==> config.mk <==
export PLATFORM = sky130hd
export DESIGN_NAME = dpa_queue
export DESIGN_NICKNAME = d
export VERILOG_FILES = /design/src/hw/rtl/dpa_pkg.sv /design/src/hw/rtl/dpa_queue.sv
export SDC_FILE = /design/constraint.sdc
export NUM_CORES = 1
export LEC_CHECK = 0
export BUFFER_PORTS_ARGS = -buffer_cell sky130_fd_sc_hd__clkbuf_2
export CAP_MARGIN = 0
export CORE_MARGIN = 2
export CORE_UTILIZATION = 52
export CTS_CLUSTER_SIZE = 20
export DETAILED_ROUTE_END_ITERATION = 8
export GPL_ROUTABILITY_DRIVEN = 1
export PLACE_DENSITY = 0.83
export SLEW_MARGIN = 20
export SYNTH_ARGS = -nofsm -noshare
export SYNTH_HDL_FRONTEND = slang
export SYNTH_SLANG_ARGS = --single-unit
==> constraint.sdc <==
create_clock -name clk -period 2.36 [get_ports clk]
set_input_delay 0.236 -clock clk [delete_from_list [all_inputs] [get_ports clk]]
set_output_delay 0.236 -clock clk [all_outputs]
set_load 0.02 [all_outputs]
==> src/hw/rtl/dpa_pkg.sv <==
// ----------------------------------------------------------------------------
// dpa_pkg: shared types and constants of the dual pool node id allocator
// Request and result codes, the queued operation word and the result word.
// ----------------------------------------------------------------------------
package dpa_pkg;

    // default pool geometry and depth limit
    localparam int unsigned CELL_POOL_SIZE_DEF = 1024;
    localparam int unsigned LEAF_POOL_SIZE_DEF = 1024;
    localparam int unsigned DEPTH_LIMIT_DEF    = 10;

    // field widths
    localparam int unsigned FUNC_W  = 3;
    localparam int unsigned REF_W   = 32;
    localparam int unsigned DEPTH_W = 4;
    localparam int unsigned SLOT_W  = REF_W - 1;
    localparam int unsigned STAT_W  = 2;
    localparam int unsigned IN_W    = 40;
    localparam int unsigned OUT_W   = 40;

    // request codes
    localparam logic [FUNC_W-1:0] FUNC_ALLOC_CELL = 3'd0;
    localparam logic [FUNC_W-1:0] FUNC_ALLOC_LEAF = 3'd1;
    localparam logic [FUNC_W-1:0] FUNC_FREE       = 3'd2;
    localparam logic [FUNC_W-1:0] FUNC_CLEAR      = 3'd3;
    localparam logic [FUNC_W-1:0] FUNC_LOOKUP     = 3'd4;

    // status codes
    localparam logic [STAT_W-1:0] STAT_OK        = 2'd0;
    localparam logic [STAT_W-1:0] STAT_FULL      = 2'd1;
    localparam logic [STAT_W-1:0] STAT_RANGE     = 2'd2;
    localparam logic [STAT_W-1:0] STAT_DEPTH_BAD = 2'd3;

    localparam logic [REF_W-1:0] BAD_REF  = '1;
    localparam logic [REF_W-1:0] LEAF_BIT = 32'h8000_0000;

    // decoded operation kind
    typedef enum logic [2:0] {
        OP_ALLOC  = 3'd0,
        OP_FREE   = 3'd1,
        OP_CLEAR  = 3'd2,
        OP_LOOKUP = 3'd3,
        OP_NOP    = 3'd4
    } op_kind_t;

    // classified request handed from front to back
    typedef struct packed {
        op_kind_t            kind;
        logic                leaf;
        logic                ref_bad;
        logic                depth_bad;
        logic [SLOT_W-1:0]   slot;
        logic [DEPTH_W-1:0]  depth;
    } op_t;

    // result word, packed in output order from the top bit down
    typedef struct packed {
        logic [DEPTH_W-1:0]  found_depth;
        logic                is_leaf_node;
        logic                found;
        logic [STAT_W-1:0]   status;
        logic [REF_W-1:0]    alloc_ref;
    } res_t;

endpackage

==> src/hw/rtl/dpa_queue.sv <==
// ----------------------------------------------------------------------------
// dpa_queue: two-entry request queue
// Decouples the intake side from the execution side.
// ----------------------------------------------------------------------------
module dpa_queue (
    input  logic         clk,
    input  logic         rst_n,
    input  logic         push,
    input  dpa_pkg::op_t push_data,
    input  logic         pop,
    output logic         full,
    output logic         valid,
    output dpa_pkg::op_t pop_data
);

    localparam logic [1:0] QDEPTH = 2'd2;

    dpa_pkg::op_t entry_reg [2];
    logic         wr_ptr_reg, wr_ptr_next;
    logic         rd_ptr_reg, rd_ptr_next;
    logic [1:0]   count_reg, count_next;

    assign full     = (count_reg == QDEPTH);
    assign valid    = (count_reg != 2'd0);
    assign pop_data = entry_reg[rd_ptr_reg];

    // pointer and fill count update
    always_comb
    begin
        wr_ptr_next = wr_ptr_reg ^ push;
        rd_ptr_next = rd_ptr_reg ^ pop;
        count_next  = count_reg + {1'b0, push} - {1'b0, pop};
    end

    always_ff @(posedge clk or negedge rst_n)
    begin
        if (!rst_n)
        begin
            wr_ptr_reg <= 1'b0;
            rd_ptr_reg <= 1'b0;
            count_reg  <= 2'd0;
        end
        else
        begin
            wr_ptr_reg <= wr_ptr_next;
            rd_ptr_reg <= rd_ptr_next;
            count_reg  <= count_next;
        end
    end

    // entry storage
    always_ff @(posedge clk)
    begin
        if (push)
        begin
            entry_reg[wr_ptr_reg] <= push_data;
        end
    end

`ifndef SYNTH
    a_no_overfill: assert property (@(posedge clk) disable iff (!rst_n)
        count_reg <= QDEPTH) else $error("queue fill count beyond depth");
    a_no_push_full: assert property (@(posedge clk) disable iff (!rst_n)
        push |-> !full) else $error("queue written while full");
    a_no_pop_empty: assert property (@(posedge clk) disable iff (!rst_n)
        pop |-> valid) else $error("queue read while empty");
`endif

endmodule

Yosys cells after proc, flatten, opt, wreduce, memory -nomap -nowiden

Memory sizes are Yosys's and may differ from the RTL's.
Cells that the tools add are included.

Add/subtract/negate cells: 2
Equal/unequal tests: 1
Muxes and demuxes: 2
Bitwise operators: 2
Reduce and logical (&&, ||, !) cells: 1

Operator list:

| kind                                 | count |
|---|---|
| adder 2 x 1 -> 2 bit                 | 1 |
| == test 2 bit, second input constant | 1 |
| 2-to-1 mux 1 bit                     | 2 |
| nonzero test 2 bit                   | 1 |
| subtractor 2 x 1 -> 2 bit            | 1 |
| bitwise XOR 1 bit                    | 2 |

Bits in registers: 4
Memory bits (writable): 82
Bits of input ports: 45
Memories: 1

Memory list:

| name      | words | bits a word | read ports | clocked after memory_dff | write ports | RTL line        | text |
|---|---|---|---|---|---|---|---|
| entry_reg | 2     | 41          | 1          | 0                        | 1           | dpa_queue.sv:18 | `dpa_pkg::op_t entry_reg [2];` |

Depth between registers and ports, before layout

Gate-level depths: netlist (run 1).

Depth after elaboration: 2
Gate-level depth with buffers: 5
Depth with buffers taken out: 5

Worst setup path after synthesis (run 1)

No wires, ideal clock.

Kind: reg2reg
Start: reg wr_ptr_reg
End: mem entry_reg[0][0] (netlist name) (enable)
Library setup time: 0.402 ns
Arrival time: 1.441 ns
Data required time: 1.958 ns
Slack: 0.516 ns
Cell stages (with the launch flop): 3
Path buffers: 0
Clock period less this slack: 1.844 ns
Path through: dfrtp_1 inv_1 ha_1

RTL lines:

| element                  | RTL line        | text |
|---|---|---|
| start: declaration       | dpa_queue.sv:19 | `logic wr_ptr_reg, wr_ptr_next;` |
| start signal: assignment | dpa_queue.sv:45 | `wr_ptr_reg <= wr_ptr_next;` |
| end: declaration         | dpa_queue.sv:18 |  |

Straight into the memory's write port.

==> impl_results.md, run 1 <==
* Number of global-route vias before repair at 1579
* Sequential area share after synthesis at 76.0%
* # nets final at around 290
* Sequential Area at around 2600 sq um
* Startpoint types: flip-flop
* Worst slew pin tran at ~0.46 ns
* Placer Congestion at 0.656
* RSZ-0062 raised after global routing: no
* Drt wl/cell at between 15 and 20 um
* Cells after synthesis at 144
* Top cell type's share of synthesized area at 73.0%
* Largest cells by area after synthesis: edfxtp_1 (73%), mux2_4 (17%), dfrtp_1 (3.0%)
* Area delta synth->final at 19.7%
* Final period util at between 80% and 90%
* Routed wire length at 5.02 mm
* Final ANT Viol Nets at 0
* FMAX at ~530 MHz
* Max reg flops at 82
* Netlist cell types at 12
* Die height at 84.5 um
* DR vias/cell at 4.89
* CTS Buf Count at 9
* # port buffers at 87
* Switching share of power at 32.3%
* Core ar. at 6310 sq um
* Area of the multi-input gates at 708 sq um
* Final Max Tran Viols at 0
* Drt initial violations at between 90 and 100
* GRT overflow at 0
* Area leader, netlist: edfxtp_1
* PnR Total Power at 4.78 mW
* Synth Cell Area at 3370 sq um
* Fin crit period at 1.90 ns
* P_int at 3.24 mW
* Clk sink count at 86
* Die area at 7140 sq um
* Run status: finished clean
* I/O pins at 88
* Cell row count at 29
* Worst Path Max Fanout at 26
* Die Width at 84.5 um
* First-pass GRT wire length at 7.67 mm
* HP Class: in -> reg
* MaxCap Viol Count at 0
* Placed Cells at 308
* Worst endpoint required time at 2.12 ns
* CP Capture Type: output pin
* Largest net degree at the start of global routing at 35
* Switching pwr at 1.54 mW
* Final cell count without fillers at 325
* Detailed Routing Iterations Pass 1 at 4
* Max-slew headroom at the worst pin at 69.3%
* Clk slew on worst S/H paths at 0.08 ns
* Antenna cells at 0
* Syn_nets at 193
* Peak VDD IR at 0.645 mV
* Root Buffer: clkbuf_8
* Clock power frac at between 15 and 20%
* DR vias at 1589
* Leak at 1.69 nW
* Pwr dens at ~1200 nW/um^2
* Layout Skew at 0.00695 ns
* Final setup viols at 0
* CTS H-Tree Depth at 3
* Clk Latency, worst-skew pair at around 0.33 ns
* Initial Util at 53.4%
* DRC at 0
* Longest Clk Path Bufs at 2
* Post-CTS Setup Inserts at 0
* All-Layer GR Usage at 14.3%
* Setup TNS Final at 0 ns
* Fillers at around 460
* Critical path arrival at 1.66 ns
* Final-report hold violation count at 0
* CTS tree: yes
* Synth Register Bits at 86
* Sequential power share at 44.2%
* CP Class: reg -> out
* Combinational share of power at a little under two fifths
* Syn. warnings at 0
* Initial antenna violation count at 0
* Syn Area/Cell at 23.4 sq um
* Share of cells above drive strength 1 at 60.1%
power by group through the flow:
stage / registers (mW) / clock network (mW) / logic [mW]
finish: 2.12 / 0.832 / 1.83
global route: 2.14 / 0.932 / 1.95
global placement: 2.13 / 0 / 1.84
CTS: 2.12 / 0.856 / 1.86
detailed placement: 2.15 / 0 / 1.86
floorplan: 2.13 / 0 / 1.51
layout make-up:
cell class | instances | area share [%]
clock buffers | 10 | 3.16
clock inverters | 6 | 0.713
inverters | 4 | 0.372
multi-input cells | 49 | 17.6
flip-flops and latches | 86 | 63.5
well taps | 77 | 2.39
repair buffers | 93 | 12.3
path summary, 6_finish.rpt:
check / cells after the start / from / slack [ns] / endpoint
max: 3 / rd_ptr_reg / 0.46 / pop_data[0]
min: 1 / push_data[26] / 0.09 / entry_reg[0][26]
max reg2reg: 2 / wr_ptr_reg / 0.88 / entry_reg[1][16]
min reg2reg: 3 / wr_ptr_reg / 0.64 / wr_ptr_reg
max in group asynchronous: 2 / rst_n / 1.97 / rd_ptr_reg
min in group asynchronous: 2 / rst_n / 0.25 / wr_ptr_reg
cells in the mapped netlist, drive strengths merged:
master / instances
dfrtp: 4
inv: 4
mux2: 41
ha: 4
xor3: 1
buf: 5
or2: 1
xor2: 1
nor2b: 1
edfxtp: 82
routing by layer:
layer,track usage [%],wire (um),vias up
li1,-,-,756
met4,6.06,55,0
met5,0,0,-
met2,22.5,2480,66
met3,5.11,413,7
met1,18.3,2070,760
through the flow:
stage / instance area [sq um] / hold slack, ns / worst slack, ns / util (%)
5_1_grt: 4040 / 0.0725 / 0.393 / 63.9
4_1_cts: 4040 / 0.0701 / 0.445 / 63.9
3_5_place_dp: 3870 / 0.0490 / 0.822 / 61.3
6_report: 4040 / 0.0879 / 0.463 / 63.9
3_3_place_gp: 3870 / 0.0458 / 0.840 / 61.3
2_1_floorplan: 3370 / -0.0596 / 0.516 / -
cells by family (layout without fill, tap and decap cells):
group / Yosys count / after routing / share of synthesized area [%]
buffers and inverters: 9 / 113 / 3.15
muxes: 41 / 41 / 18.0
and+or+nand+nor: 2 / 2 / 0.371
adders and majority gates: 4 / 4 / 1.48
DFF: 86 / 86 / 76.0
xor gates and xnor gates: 2 / 2 / 0.965
layout by cell type, fill, tap and decap left out:
| cell type | netlist | layout |
|---|---|---|
| clkinvlp_4 | 0 | 1 |
| edfxtp_1 | 82 | 82 |
| dfrtp_1 | 4 | 3 |
| dlygate4sd3_1 | 0 | 1 |
| or2_2 | 1 | 1 |
| mux2_4 | 39 | 39 |
| clkbuf_1 | 0 | 1 |
| clkbuf_8 | 0 | 9 |
| ha_2 | 0 | 2 |
| buf_12 | 4 | 1 |
| clkbuf_2 | 0 | 87 |
| mux2_2 | 2 | 2 |
| xor2_1 | 1 | 1 |
| nor2b_1 | 1 | 1 |
| ha_1 | 4 | 2 |
| dfrtp_2 | 0 | 1 |
| xor3_1 | 1 | 1 |
| buf_4 | 0 | 4 |
| clkinv_1 | 0 | 3 |
| inv_1 | 4 | 4 |
| clkinv_2 | 0 | 2 |
worst max-delay path, stage by stage, from the launching register on:
cell and delay (ns):
dfrtp_2 0.36, buf_4 0.40, mux2_2 0.40, clkbuf_2 0.16
what timing repair did:
action,4_1_cts,5_1_grt
hold endpoints to repair,4,0
hold buffers,1,0
setup endpoints to repair,0,0
resized for setup,0,0
(Power assumes the default switching activity.)
==> inputs of run 2 (changes only) <==
clock period = 2 ns   (was 2.36 ns; I/O delays follow)
==> run 2 against run 1 <==
Combinational power rose by 20%. Clock-buffer cell count rose by 4. Highest routed layer unchanged. Clock power rose by 37%. Register-to-register slack got worse by 0.25 ns. Wire length fell by 0.20%. Total power rose by 22%.
==> impl_results.md, run 2 (same netlist as run 1, synthesis figures left out) <==
* Longest Clk Path Bufs at 2
* Root Buffer: clkbuf_8
* Detailed Routing Iterations Pass 1 at 5
* Die Width at between 80 and 90 um
* Setup TNS Final at 0 ns
* Most frequent cells in the layout: clkbuf_2 (87), edfxtp_1 (82), mux2_4 (39)
* Final-report hold violation count at 0
* Critical path arrival at between 1.5 and 2 ns
* Clk Latency, worst-skew pair at 0.33 ns
* Die area at a little over 7000 sq um
* Final ANT Viol Nets at 0
* First-pass GRT wire length at approximately 8 mm
* Sequential Area at 2560 sq um
* Layout Skew at between 0.005 and 0.006 ns
* Most common cell after layout, fill and taps aside: clkbuf_2
* Area delta synth->final at 21.3%
* Placer Congestion at 0.647
* Peak VDD IR at 0.736 mV
* Max reg flops at 82
* CP Capture Type: output pin
* DR vias/cell at 4.90
* PostCTS Resize Cnt at 0
* # port buffers at 87
* Slowest stage cell, crit path: dfrtp_2
* Area of the multi-input gates at 708 sq um
* Core ar. at 6310 sq um
* RSZ-0062 raised after global routing: no
* Antenna cells at 0
* Largest net degree at the start of global routing at 28
* Worst slew pin tran at 0.422 ns
* FF-to-FF setup slack at 0.63 ns
* CP max stage delay at slightly below 0.4 ns
* Final Max Tran Viols at 0
* Drt wl/cell at 15.4 um
* Worst Path Max Fanout at 21
* Max-slew headroom at the worst pin at 71.8%
* CTS H-Tree Depth at 3
* Fillers at 466
* Final cell count without fillers at 325
* Clk slew on worst S/H paths at 0.07 ns
* Initial Util at 53.4%
* Run status: finished clean
* Die height at 84.5 um
* Pwr dens at about 1400 nW/um^2
* DR vias at 1593
* Fin crit period at roughly 1.8 ns
* DRC at 0
* Routed wire length at ~5.0 mm
* # nets final at 292
* HP Class: in -> reg
* Placed Cells at 308
* All-Layer GR Usage at 14.7%
* Startpoint types: flip-flop
* DP HPWL at 3.54 mm
* Worst endpoint required time at 1.80 ns
* Number of global-route vias before repair at 1617
* GRT overflow at 0
* CTS tree: yes
* I/O pins at between 80 and 90
* MaxCap Viol Count at 0
* Final period util at approximately nine tenths
* CP Class: reg -> out
* Final setup viols at 0
* Leak at 1.71 nW
* CTS Buf Count at 9
* Cell row count at 29
* Drt initial violations at 61
* Share of cells above drive strength 1 at around three fifths
* Clk sink count at 86
* FMAX at 560 MHz
* Crit path cell chain: buf_4 > mux2_4 > clkbuf_2
* Initial antenna violation count at 0
-- run 2: cell count changes in the layout (fill, tap and decap cells not counted), sizes merged --
cell	previous run	this run
clkbuf	97	101
clkinv	5	1
bufinv	0	1
clkinvlp	1	0
-- run 2: final cells by class --
cell class / instances / share of cell area, %
Clock inverter: 2 / 0.826
Multi-Input combinational cell: 49 / 17.3
Tap cell: 77 / 2.36
Clock buffer: 14 / 3.73
Sequential cell: 86 / 62.7
Inverter: 4 / 0.367
Timing Repair Buffer: 93 / 12.7
-- run 2: final timing paths --
check                              start          endpoint  cells after the start
setup / recovery              rd_ptr_reg       pop_data[1]                      3
min in group asynchronous          rst_n      count_reg[0]                      2
hold reg to reg               wr_ptr_reg        wr_ptr_reg                      3
setup reg to reg              wr_ptr_reg  entry_reg[1][27]                      2
max in group asynchronous          rst_n        rd_ptr_reg                      2
hold / removal             push_data[17]  entry_reg[1][17]                      1
-- run 2: report_power, final --
group / switching, mW / internal [mW] / leakage [nW]
combinational: 1.18 / 1.03 / 0.804
sequential: 0.104 / 2.40 / 0.815
clock: 0.531 / 0.610 / 0.0923
total: 1.81 / 4.03 / 1.71
-- run 2: stage by stage --
stage / instance area [sq um] / setup slack (ns) / total power [mW] / hold WS (ns) / utilization, %
after floorplan: 3370 / 0.156 / 4.29 / -0.0956 / -
after global placement: 3890 / 0.566 / 4.74 / 0.0116 / 61.7
after detailed placement: 3890 / 0.554 / 4.78 / 0.0136 / 61.7
after CTS: 4090 / 0.180 / 5.93 / 0.0318 / 64.8
after global routing: 4090 / 0.151 / 6.11 / 0.0286 / 64.8
final: 4090 / 0.215 / 5.85 / 0.0476 / 64.8
-- run 2: timing repair --
item | in CTS | in global routing
hold buffers | 1 | 0
hold endpoints to repair | 4 | 0
buffers inserted | 0 | 0
-- run 2: routing by layer --
metal | wire (um) | up-vias | global-route usage (%)
met5 | 0 | - | 0
li1 | - | 755 | -
met1 | 2200 | 771 | 19.3
met2 | 2420 | 61 | 23.2
met4 | 43 | 0 | 4.33
met3 | 348 | 6 | 5.60
-- run 2: critical path: cells and delay by family (launching register included) --
| family | cells | cell delay (ns) |
|---|---|---|
| mux | 1 | 0.34 |
| buf+inv | 2 | 0.52 |
| flops | 1 | 0.39 |
