File: config.mk
export PLATFORM = sky130hd
export DESIGN_NAME = dpa_front
export DESIGN_NICKNAME = d
export VERILOG_FILES = /design/src/hw/rtl/dpa_pkg.sv /design/src/hw/rtl/dpa_front.sv
export SDC_FILE = /design/constraint.sdc
export NUM_CORES = 1
export LEC_CHECK = 0
export BUFFER_PORTS_ARGS = -buffer_cell sky130_fd_sc_hd__clkbuf_2
export CAP_MARGIN = 20
export CORE_MARGIN = 1
export CORE_UTILIZATION = 22
export DETAILED_ROUTE_END_ITERATION = 8
export PLACE_DENSITY = 0.79
export SYNTH_ARGS = -nofsm -noshare
export SYNTH_HDL_FRONTEND = slang
export SYNTH_SLANG_ARGS = --single-unit
File: constraint.sdc
create_clock -name vclk -period 0.8
set_clock_uncertainty 0.05 [all_clocks]
set_input_delay 0.04 -clock vclk [all_inputs]
set_output_delay 0.04 -clock vclk [all_outputs]
set_load 0.01 [all_outputs]
File: src/hw/rtl/dpa_pkg.sv
// ----------------------------------------------------------------------------
// dpa_pkg: shared types and constants of the dual pool node id allocator
// Request and result codes, the queued operation word and the result word.
// ----------------------------------------------------------------------------
package dpa_pkg;

    // default pool geometry and depth limit
    localparam int unsigned CELL_POOL_SIZE_DEF = 1024;
    localparam int unsigned LEAF_POOL_SIZE_DEF = 1024;
    localparam int unsigned DEPTH_LIMIT_DEF    = 10;

    // field widths
    localparam int unsigned FUNC_W  = 3;
    localparam int unsigned REF_W   = 32;
    localparam int unsigned DEPTH_W = 4;
    localparam int unsigned SLOT_W  = REF_W - 1;
    localparam int unsigned STAT_W  = 2;
    localparam int unsigned IN_W    = 40;
    localparam int unsigned OUT_W   = 40;

    // request codes
    localparam logic [FUNC_W-1:0] FUNC_ALLOC_CELL = 3'd0;
    localparam logic [FUNC_W-1:0] FUNC_ALLOC_LEAF = 3'd1;
    localparam logic [FUNC_W-1:0] FUNC_FREE       = 3'd2;
    localparam logic [FUNC_W-1:0] FUNC_CLEAR      = 3'd3;
    localparam logic [FUNC_W-1:0] FUNC_LOOKUP     = 3'd4;

    // status codes
    localparam logic [STAT_W-1:0] STAT_OK        = 2'd0;
    localparam logic [STAT_W-1:0] STAT_FULL      = 2'd1;
    localparam logic [STAT_W-1:0] STAT_RANGE     = 2'd2;
    localparam logic [STAT_W-1:0] STAT_DEPTH_BAD = 2'd3;

    localparam logic [REF_W-1:0] BAD_REF  = '1;
    localparam logic [REF_W-1:0] LEAF_BIT = 32'h8000_0000;

    // decoded operation kind
    typedef enum logic [2:0] {
        OP_ALLOC  = 3'd0,
        OP_FREE   = 3'd1,
        OP_CLEAR  = 3'd2,
        OP_LOOKUP = 3'd3,
        OP_NOP    = 3'd4
    } op_kind_t;

    // classified request handed from front to back
    typedef struct packed {
        op_kind_t            kind;
        logic                leaf;
        logic                ref_bad;
        logic                depth_bad;
        logic [SLOT_W-1:0]   slot;
        logic [DEPTH_W-1:0]  depth;
    } op_t;

    // result word, packed in output order from the top bit down
    typedef struct packed {
        logic [DEPTH_W-1:0]  found_depth;
        logic                is_leaf_node;
        logic                found;
        logic [STAT_W-1:0]   status;
        logic [REF_W-1:0]    alloc_ref;
    } res_t;

endpackage

File: src/hw/rtl/dpa_front.sv
// ----------------------------------------------------------------------------
// dpa_front: request intake and classification
// Accepts request transactions, decodes the request code and splits the
// identifier into pool and slot before the request enters the queue.
// ----------------------------------------------------------------------------
module dpa_front #(
    parameter int unsigned DEPTH_LIMIT = dpa_pkg::DEPTH_LIMIT_DEF
) (
    input  logic                       s_tvalid,
    output logic                       s_tready,
    input  logic [dpa_pkg::IN_W-1:0]   s_tdata,   // node_ref[31:0], node_depth[35:32]
    input  logic [dpa_pkg::FUNC_W-1:0] s_tuser,   // func[2:0]
    input  logic                       q_full,
    output logic                       q_push,
    output dpa_pkg::op_t               q_data
);

    logic [dpa_pkg::REF_W-1:0]   node_ref;
    logic [dpa_pkg::DEPTH_W-1:0] node_depth;

    assign node_ref   = s_tdata[dpa_pkg::REF_W-1:0];
    assign node_depth = s_tdata[dpa_pkg::REF_W +: dpa_pkg::DEPTH_W];

    // intake handshake
    assign s_tready = !q_full;
    assign q_push   = s_tvalid && s_tready;

    // classify the request
    always_comb
    begin
        q_data.kind      = dpa_pkg::OP_NOP;
        q_data.leaf      = node_ref[dpa_pkg::REF_W-1];
        q_data.ref_bad   = (node_ref == dpa_pkg::BAD_REF);
        q_data.depth_bad = (node_depth > dpa_pkg::DEPTH_W'(DEPTH_LIMIT));
        q_data.slot      = node_ref[dpa_pkg::SLOT_W-1:0];
        q_data.depth     = node_depth;
        unique case (s_tuser)
            dpa_pkg::FUNC_ALLOC_CELL:
            begin
                q_data.kind = dpa_pkg::OP_ALLOC;
                q_data.leaf = 1'b0;
            end
            dpa_pkg::FUNC_ALLOC_LEAF:
            begin
                q_data.kind = dpa_pkg::OP_ALLOC;
                q_data.leaf = 1'b1;
            end
            dpa_pkg::FUNC_FREE:   q_data.kind = dpa_pkg::OP_FREE;
            dpa_pkg::FUNC_CLEAR:  q_data.kind = dpa_pkg::OP_CLEAR;
            dpa_pkg::FUNC_LOOKUP: q_data.kind = dpa_pkg::OP_LOOKUP;
            default:              q_data.kind = dpa_pkg::OP_NOP;
        endcase
    end

endmodule

**Yosys cells after proc, flatten, opt, wreduce, memory -nomap -nowiden**

Cells that the tools add are included.

- Flip-flop bits (word level): 0
- Word-level logic and storage cells: 12

- $lt $le $gt $ge: 1
- Equality and inequality tests: 5
- Multiplexer cells: 2
- Reduce and logical (&&, ||, !) cells: 4

Operators with widths:

| cell | count |
|---|---|
| $eq 32x32->1 const B | 1 |
| $pmux 3 s4 | 1 |
| $eq 3x2->1 const B | 2 |
| $gt 4x4->1 const B | 1 |
| $eq 3x1->1 const B | 1 |
| $eq 3x3->1 const B | 1 |
| $logic_not 3->1 | 1 |
| $pmux 1 s2 | 1 |
| $reduce_or 2->1 | 1 |
| $logic_and 1x1->1 | 1 |
| $logic_not 1->1 | 1 |

**Depth between registers and ports, before layout**

Gate-level depths: netlist of the first run.

- Word-level depth: 3
- Gate-level depth with buffers: 3
- Gate-level depth less buffers: 3

**Worst setup path before layout of the first run**

Ideal clock, no wire load.

- Kind: input to output
- Start: input s_tdata[22] (netlist name)
- End: output q_data[36] (netlist name)
- Arrival: 0.806 ns
- Required time: 0.710 ns
- Path slack: -0.096 ns
- Stages: 3
- Buffers on the path: 0
- Cells stage by stage: nand4_1 > or4_1 > nor2_1

RTL lines:

| what | line | RTL |
|---|---|---|
| start: declaration | dpa_front.sv:11 | `input logic [dpa_pkg::IN_W-1:0] s_tdata,` |
| end: declaration | dpa_front.sv:15 | `output dpa_pkg::op_t q_data` |

==> impl_metrics.yaml, run 1 <==
yosys:
  syn_area_sq_um: 403
  synthAdderAreaFrac: 0
  synthCells: 59
  synth_xor_area_frac: 0.0217
  synthSimpleGateAreaFrac: 0.264
  synth_top_family_by_area: "buffers and inverters"
  avgSynthCellArea_sq_um: 6.83
  synth_cell_type_count: 11
  synth.net_count: 104
  synth_warnings: 0
  synth.area.mux_share: 0.0280
  ys_seq_area_frac: 0
  synth_compound_area_frac: 0.0248
run:
  cap_violations: 0
cells_and_area:
  antenna_cells: 0
  clockBufferCount: 0
  utilization: 0.417
  area.sequential_sq_um: 0
  post-route-cell-area_sq_um: 719
  syn_to_final_growth_pct: 78.6
  fill_cells: 194
  layout.cells.non_filler: 143
  multi_input_area_sq_um: 158
  layout-drive-gt1-share: 0.839
  fin_nets: 165
  design.seq.count: 0
route:
  ant_nets: 0
  route.detailed.vias_per_inst: 4.08
  drtIter0Drc: 2
  vias: 583
  wl_um: 1270
  avgRoutedWirePerCell_um: 8.85
  dr.pass1.iters: 6
  drcViolationCount: 0
timing:
  final.setup.tns_ps: -295
  report.final.slew_viol_count: 0
  rsz0062_at_grt: "yes"
  whs_ps: 213
  worst_slack_ps: -279
  finalHoldViolCount: 0
  setup_viol: 2
  fmax_ghz: 0.927
  finalCriticalPeriod_ps: 1080
  min_period_over_period: 1.35
  timing.slew.headroom: 0.894
  worst_pin_slew_ps: 158
die:
  dieWidth_um: 44.8
  core_area_sq_mm: 0.00173
  dieHeight_um: 44.8
  io_pins: 88
  dieArea_sq_mm: 0.00201
  start_util: 0.233
  placementRows: 15
critical_path:
  end_kind: "primary output"
  cp_max_fo: 2
  criticalPathCategory: "in2out"
  startpoint_type: "input port"
  crit_required_ps: 710
  worstPathArrival_ps: 990
grt:
  track_usage: 0.0954
  grt_max_degree: 5
  grt_overflow: 0
  grt_pass1_vias: 422
  antenna_found_initial: 0
  grt_pass1_wl_um: 1510
min_path:
  hp-class: "in2out"
  worstHoldEndpoint: "q_data[12]"
  hold_depth: 2
  hp-start: "s_tdata[8]"
place:
  port_buffers: 84
  post-dp-hpwl_um: 1160
  place_area_sq_um: 669
  place_congestion: 0.713
  placedCellCount: 143
outcome:
  violations: "negative setup slack"
  status: "finished, violations left"
power:
  peakVddDrop_uv: 178
  p_leak_uw: 0.000453
  power.density_mw_per_mm2: 548
clock_network:
  post_cts_buffers: 0
  hold_buffers: 0
-- layout by cell type (no fill, tap or decap), drive strengths merged --
cell and n:
buf 17, o21ai 1, mux2 1, nand2 2
nand4 8, or4 2, clkbuf 77, inv 1
a21oi 1, xnor2 1, nor2b 3, nor2 4
-- Yosys cell counts --
master    n  share of area
a21oi_1   1          0.012
buf_4    35           0.65
inv_1     1         0.0093
mux2_2    1          0.028
nand2_1   2          0.019
nand4_1   8           0.12
nor2_1    4          0.037
nor2b_1   3          0.047
o21ai_0   1          0.012
or4_1     2          0.037
xnor2_1   1          0.022
-- repair_timing --
| item | in CTS | in global routing |
|---|---|---|
| hold endpoints to repair | 0 | 0 |
| pin swaps | 1 | 4 |
| setup endpoints to repair | 1 | 3 |
| resized for setup | 2 | 11 |
-- per-stage QoR --
stage	total power, uW	setup slack [ps]
after floorplan	224	-86.7
after global placement	362	-324
after detailed placement	371	-324
after CTS	373	-306
after global routing	428	-337
final	395	-279
-- metal layers --
metal  part of all wire  GRT usage  wire, um  vias to the layer above
met4                  0     0.0121         0                        0
met2               0.57      0.232       723                       53
li1                   -          -         -                      289
met3               0.12          0       157                        0
met1               0.30     0.0819       384                      241
met5                  0          0         0                        -
-- power by group --
part           internal [uW]  switching, uW  leakage, uW
combinational            215            179     0.000453
sequential                 0              0            0
clock                      0              0            0
total                    215            179     0.000453
-- worst max path at each step --
stage	startpoint	endpoint	cells past startpoint
after global placement	s_tdata[14]	q_data[36]	5
after global routing	s_tdata[7]	q_data[36]	5
after CTS	s_tdata[22]	q_data[36]	5
after detailed placement	s_tdata[18]	q_data[36]	5
final	s_tdata[7]	q_data[36]	5
after floorplan	s_tdata[22]	q_data[36]	3
-- critical path: stages --
cell     delay (ps)
buf_6            70
nand4_1         100
or4_4           550
nor2_2          110
buf_2           130
-- cell families after synthesis --
kind of cell,Yosys count
muxes,1
buffers and inverters,36
AOI/OAI and AO/OA,2
xor gates and xnor gates,1
and+or+nand+nor,19
-- cell type report --
cell class,count,area share
well taps,25,0.0435
repair buffers,94,0.732
inverters,1,0.00522
multi-input cells,23,0.219
Note: power is estimated with default switching activity, not from simulation.
==> inputs of run 2 (changes only) <==
--- a/config.mk
+++ b/config.mk
@@ -8,9 +8,9 @@
 export BUFFER_PORTS_ARGS = -buffer_cell sky130_fd_sc_hd__clkbuf_2
 export CAP_MARGIN = 20
 export CORE_MARGIN = 1
-export CORE_UTILIZATION = 22
+export CORE_UTILIZATION = 27
 export DETAILED_ROUTE_END_ITERATION = 8
-export PLACE_DENSITY = 0.79
+export PLACE_DENSITY = 0.91
 export SYNTH_ARGS = -nofsm -noshare
 export SYNTH_HDL_FRONTEND = slang
 export SYNTH_SLANG_ARGS = --single-unit
==> constraint.sdc (replaced) <==
create_clock -name vclk -period 1.3
set_clock_uncertainty 0.05 [all_clocks]
set_input_delay 0.065 -clock vclk [all_inputs]
set_output_delay 0.065 -clock vclk [all_outputs]
set_load 0.01 [all_outputs]
==> run 2 against run 1 <==
Net effect:
- the run now ends clean
- hold slack gained 68 ps
- count of clock-buffer cells in the layout did not move
- critical path depth unchanged
- sequential share of layout area unchanged
- die area is 18% lower
- power down 49%
- critical path type unchanged
- critical endpoint unchanged
==> impl_metrics.yaml, run 2 (same netlist as run 1, synthesis figures left out) <==
cells_and_area:
  clockBufferCount: 0
  layout-drive-gt1-share: 0.787
  syn_to_final_growth_pct: 43.8
  final_common_cell: "clkbuf_2"
  fin_nets: 155
  multi_input_area_sq_um: 136
  layout_common_cells: "clkbuf_2, nand4_1, nor2_1"
  antenna_cells: 0
  area.sequential_sq_um: 0
  post-route-cell-area_sq_um: 579
  fill_cells: 152
  design.seq.count: 0
critical_path:
  crit_required_ps: 1190
  path_cells: "clkbuf_2, nand4_1, or4_1, nor2_1, clkbuf_2"
  critical_path.slowest_cell: "or4_1"
  crit_end: "q_data[36]"
  startpoint_type: "input port"
  worstPathArrival_ps: 1030
  criticalPathCategory: "in2out"
  end_kind: "primary output"
  cp-startpoint: "s_tdata[21]"
  cp_max_fo: 2
  cpMostUsedCell: "clkbuf_2"
  crit_path_max_incr_delay_ps: 540
place:
  post-dp-hpwl_um: 1020
  place_area_sq_um: 579
  place_congestion: 0.622
  port_buffers: 84
power:
  finalPower_uw: 199
  power.density_mw_per_mm2: 344
  peakVddDrop_uv: 141
  p_leak_uw: 0.000386
die:
  dieWidth_um: 40.6
  core_area_sq_mm: 0.00135
  placementRows: 13
  dieArea_sq_mm: 0.00165
  start_util: 0.298
  dieHeight_um: 40.6
  io_pins: 88
clock_network:
  post_cts_buffers: 0
  hold_buffers: 0
  ctsResizeCount: 0
timing:
  min_period_over_period: 0.881
  fmax_ghz: 0.873
  worst_pin_slew_ps: 122
  whs_ps: 281
  rsz0062_at_grt: "no"
  finalCriticalPeriod_ps: 1150
  timing.slew.headroom: 0.918
  final.setup.tns_ps: 0
  finalHoldViolCount: 0
  report.final.slew_viol_count: 0
  setup_viol: 0
grt:
  track_usage: 0.0964
  antenna_found_initial: 0
  grt_overflow: 0
  grt_pass1_wl_um: 1160
  grt_pass1_vias: 345
  grt_max_degree: 6
route:
  wl_um: 984
  ant_nets: 0
  dr.pass1.iters: 2
  vias: 536
  drtIter0Drc: 1
  drcViolationCount: 0
  route.detailed.vias_per_inst: 4.36
  avgRoutedWirePerCell_um: 8.00
min_path:
  hp-class: "in2out"
outcome:
  status: "finished, final reports clean"
run:
  cap_violations: 0
## run 2: cell types whose count changed in the layout (fill, tap and decap cells not counted), moves of 2 or more
cell / previous run / this run
buf_2: 2 / 0
buf_4: 10 / 0
buf_6: 5 / 0
clkbuf_2: 77 / 84
nor2_1: 2 / 4
or4_1: 0 / 2
or4_4: 2 / 0
## run 2: worst min path at each step
| stage | from | slack [ps] | to | cells past startpoint |
|---|---|---|---|---|
| after floorplan | q_full | 120 | s_tready | 1 |
| after global placement | s_tdata[35] | 280 | q_data[3] | 2 |
| after detailed placement | s_tdata[30] | 280 | q_data[34] | 2 |
| after CTS | s_tdata[17] | 280 | q_data[21] | 2 |
| after global routing | s_tdata[10] | 290 | q_data[14] | 2 |
| final | s_tdata[35] | 280 | q_data[3] | 2 |
## run 2: worst max-delay path, delay by kind of cell
kind | cells | cell delay (ps)
AND/OR/NAND/NOR | 3 | 740
buffers and inverters | 2 | 230
## run 2: power breakdown
part           switching, uW  total (uW)  internal [uW]  leakage [uW]
Clock                      0           0              0             0
Combinational           98.0         199            101      0.000386
Sequential                 0           0              0             0
Total                   98.0         199            101      0.000386
## run 2: layout make-up
| class | count | area share |
|---|---|---|
| inverters | 1 | 0.00648 |
| multi-input cells | 23 | 0.235 |
| repair buffers | 84 | 0.726 |
| well taps | 15 | 0.0324 |
## run 2: metrics by stage
step                cells  worst slack, ps  utilization
floorplan              59              354            -
global placement      123              147        0.429
detailed placement    123              131        0.429
CTS                   123              125        0.429
global route          123             85.3        0.429
finish                123              154        0.429
## run 2: layer usage
layer  vias to the layer above  GRT usage  wire length, um
met1                       216     0.0865              313
li1                        267          -                -
met3                         0          0              140
met5                         -          0                0
met2                        53      0.234              529
met4                         0          0                0
==> inputs of run 3 (changes only) <==
--- a/config.mk
+++ b/config.mk
@@ -5,12 +5,14 @@
 export SDC_FILE = /design/constraint.sdc
 export NUM_CORES = 1
 export LEC_CHECK = 0
+export ABC_AREA = 1
 export BUFFER_PORTS_ARGS = -buffer_cell sky130_fd_sc_hd__clkbuf_2
 export CAP_MARGIN = 20
 export CORE_MARGIN = 1
-export CORE_UTILIZATION = 27
+export CORE_UTILIZATION = 29
 export DETAILED_ROUTE_END_ITERATION = 8
-export PLACE_DENSITY = 0.91
+export PLACE_DENSITY = 0.9
+export SLEW_MARGIN = 15
 export SYNTH_ARGS = -nofsm -noshare
 export SYNTH_HDL_FRONTEND = slang
 export SYNTH_SLANG_ARGS = --single-unit
==> run 3 against run 2 <==
Net effect:
- die area increased by 6.1%
- hold slack barely moved
- count of clock-buffer cells in the layout unchanged
- cell count up 20%
- highest routed layer unchanged
==> impl_metrics.yaml, run 3 <==
yosys:
  yosysTopAreaCell: "buf_4"
  synth_top_area_frac: 0.571
  synth.most_common_cell: "buf_4"
  synth.net_count: 128
  synth.area.top_cells: "buf_4, nand2_1, inv_1, nor2_1, nand4_1"
  yosys-top-cells-count: "buf_4, nand2_1, inv_1"
  avgSynthCellArea_sq_um: 5.55
  synth_cell_type_count: 8
  ys_seq_area_frac: 0
  syn_area_sq_um: 460
  synthCells: 83
  synth_warnings: 0
cells_and_area:
  syn_to_final_growth_pct: 38.6
  final_common_cell: "clkbuf_2"
  fin_nets: 179
  clockBufferCount: 0
  layout-drive-gt1-share: 0.636
  layout_common_cells: "clkbuf_2, nand2_1, inv_1"
  area.sequential_sq_um: 0
  antenna_cells: 0
  layout.cells.non_filler: 148
  design.seq.count: 0
place:
  port_buffers: 84
  dp_slack_ps: 480
  post-dp-hpwl_um: 975
  placedCellCount: 148
  place_congestion: 0.690
critical_path:
  cp_max_fo: 2
  path_cells: "clkbuf_2, nand2_1, inv_1, nand2_1, nor2_1, nand2_1, nor2_1, clkbuf_2"
  worstPathArrival_ps: 670
  crit_path_max_incr_delay_ps: 130
  criticalPathCategory: "in2out"
  critical_path.slowest_cell: "clkbuf_2"
  end_kind: "primary output"
  startpoint_type: "input port"
  cpMostUsedCell: "nand2_1"
  crit_required_ps: 1190
timing:
  min_period_over_period: 0.605
  fmax_ghz: 1.27
  timing.slew.headroom: 0.884
  rsz0062_at_grt: "no"
  finalHoldViolCount: 0
  setup_viol: 0
  report.final.slew_viol_count: 0
  final.setup.tns_ps: 0
  worst_pin_slew_ps: 173
  finalCriticalPeriod_ps: 786
  worst_slack_ps: 514
route:
  dr.pass1.iters: 4
  route.detailed.vias_per_inst: 4.03
  ant_nets: 0
  drcViolationCount: 0
  vias: 596
  avgRoutedWirePerCell_um: 6.49
  wl_um: 961
  drtIter0Drc: 4
grt:
  use_met2: 0.225
  grt_pass1_vias: 430
  grt_pass1_wl_um: 1500
  busiest_layer: "met2"
  antenna_found_initial: 0
  grt_overflow: 0
  track_usage: 0.0996
  met3_usage: 0
  globalRouteMet1Util: 0.103
  grt_max_degree: 5
clock_network:
  ctsResizeCount: 0
  post_cts_buffers: 0
  hold_buffers: 0
power:
  finalPower_uw: 207
  power_frac_comb: 1.000
  power.density_mw_per_mm2: 324
  switching_share: 0.505
  power_frac_seq: 0
  p_leak_uw: 0.000486
  net-switching-power_uw: 104
  cell_internal_pwr_uw: 102
  peakVddDrop_uv: 142
  clkPwrFrac: 0
die:
  start_util: 0.309
  dieWidth_um: 41.8
  dieArea_sq_mm: 0.00175
  placementRows: 14
  core_area_sq_mm: 0.00149
  io_pins: 88
  dieHeight_um: 41.8
min_path:
  hp-class: "in2out"
run:
  cap_violations: 0
outcome:
  status: "finished, final reports clean"
run 3: changes by cell type after synthesis:
cell | before | now
nand2_1 | 2 | 17
inv_1 | 1 | 12
nor2_1 | 4 | 11
nand4_1 | 8 | 4
nor2b_1 | 3 | 0
or4_1 | 2 | 0
a21oi_1 | 1 | 2
mux2_2 | 1 | 0
nand3_1 | 0 | 1
nor3b_1 | 0 | 1
o21ai_0 | 1 | 0
xnor2_1 | 1 | 0
run 3: power by group through the flow:
stage | clock network (uW) | registers (uW) | logic [uW]
floorplan | 0 | 0 | 147
global placement | 0 | 0 | 207
detailed placement | 0 | 0 | 210
CTS | 0 | 0 | 210
global route | 0 | 0 | 230
finish | 0 | 0 | 207
run 3: worst paths after layout:
check,start,end,cells after the start
hold / removal,s_tdata[22],q_data[26],2
setup / recovery,s_tdata[14],q_data[36],8
run 3: layout make-up:
cell class / instances / area, sq um
Timing Repair Buffer: 84 / 420
Fill cell: 175 / 851
Tap cell: 16 / 20.0
Multi-Input combinational cell: 36 / 153
Inverter: 12 / 45.0
run 3: per-layer routing:
layer  vias up  wire length (um)
met2        36               544
li1        322                 -
met3         0                94
met5         -                 0
met1       238               322
met4         0                 0
run 3: worst max-delay path, delay by kind of cell:
kind	cells	cell delay [ps]
buf+inv	3	260
simple gates	5	340
run 3: cells by family after synthesis:
group | count (synthesis) | synth area share
simple gates | 34 | 0.310
buf+inv | 47 | 0.668
compound gates | 2 | 0.0217
run 3: per-stage QoR:
step / cell area (sq um) / hold WS (ps) / util
5_1_grt: 638 / 287 / 0.429
4_1_cts: 638 / 282 / 0.429
3_3_place_gp: 638 / 281 / 0.429
6_report: 638 / 281 / 0.429
2_1_floorplan: 460 / 124 / -
3_5_place_dp: 638 / 282 / 0.429
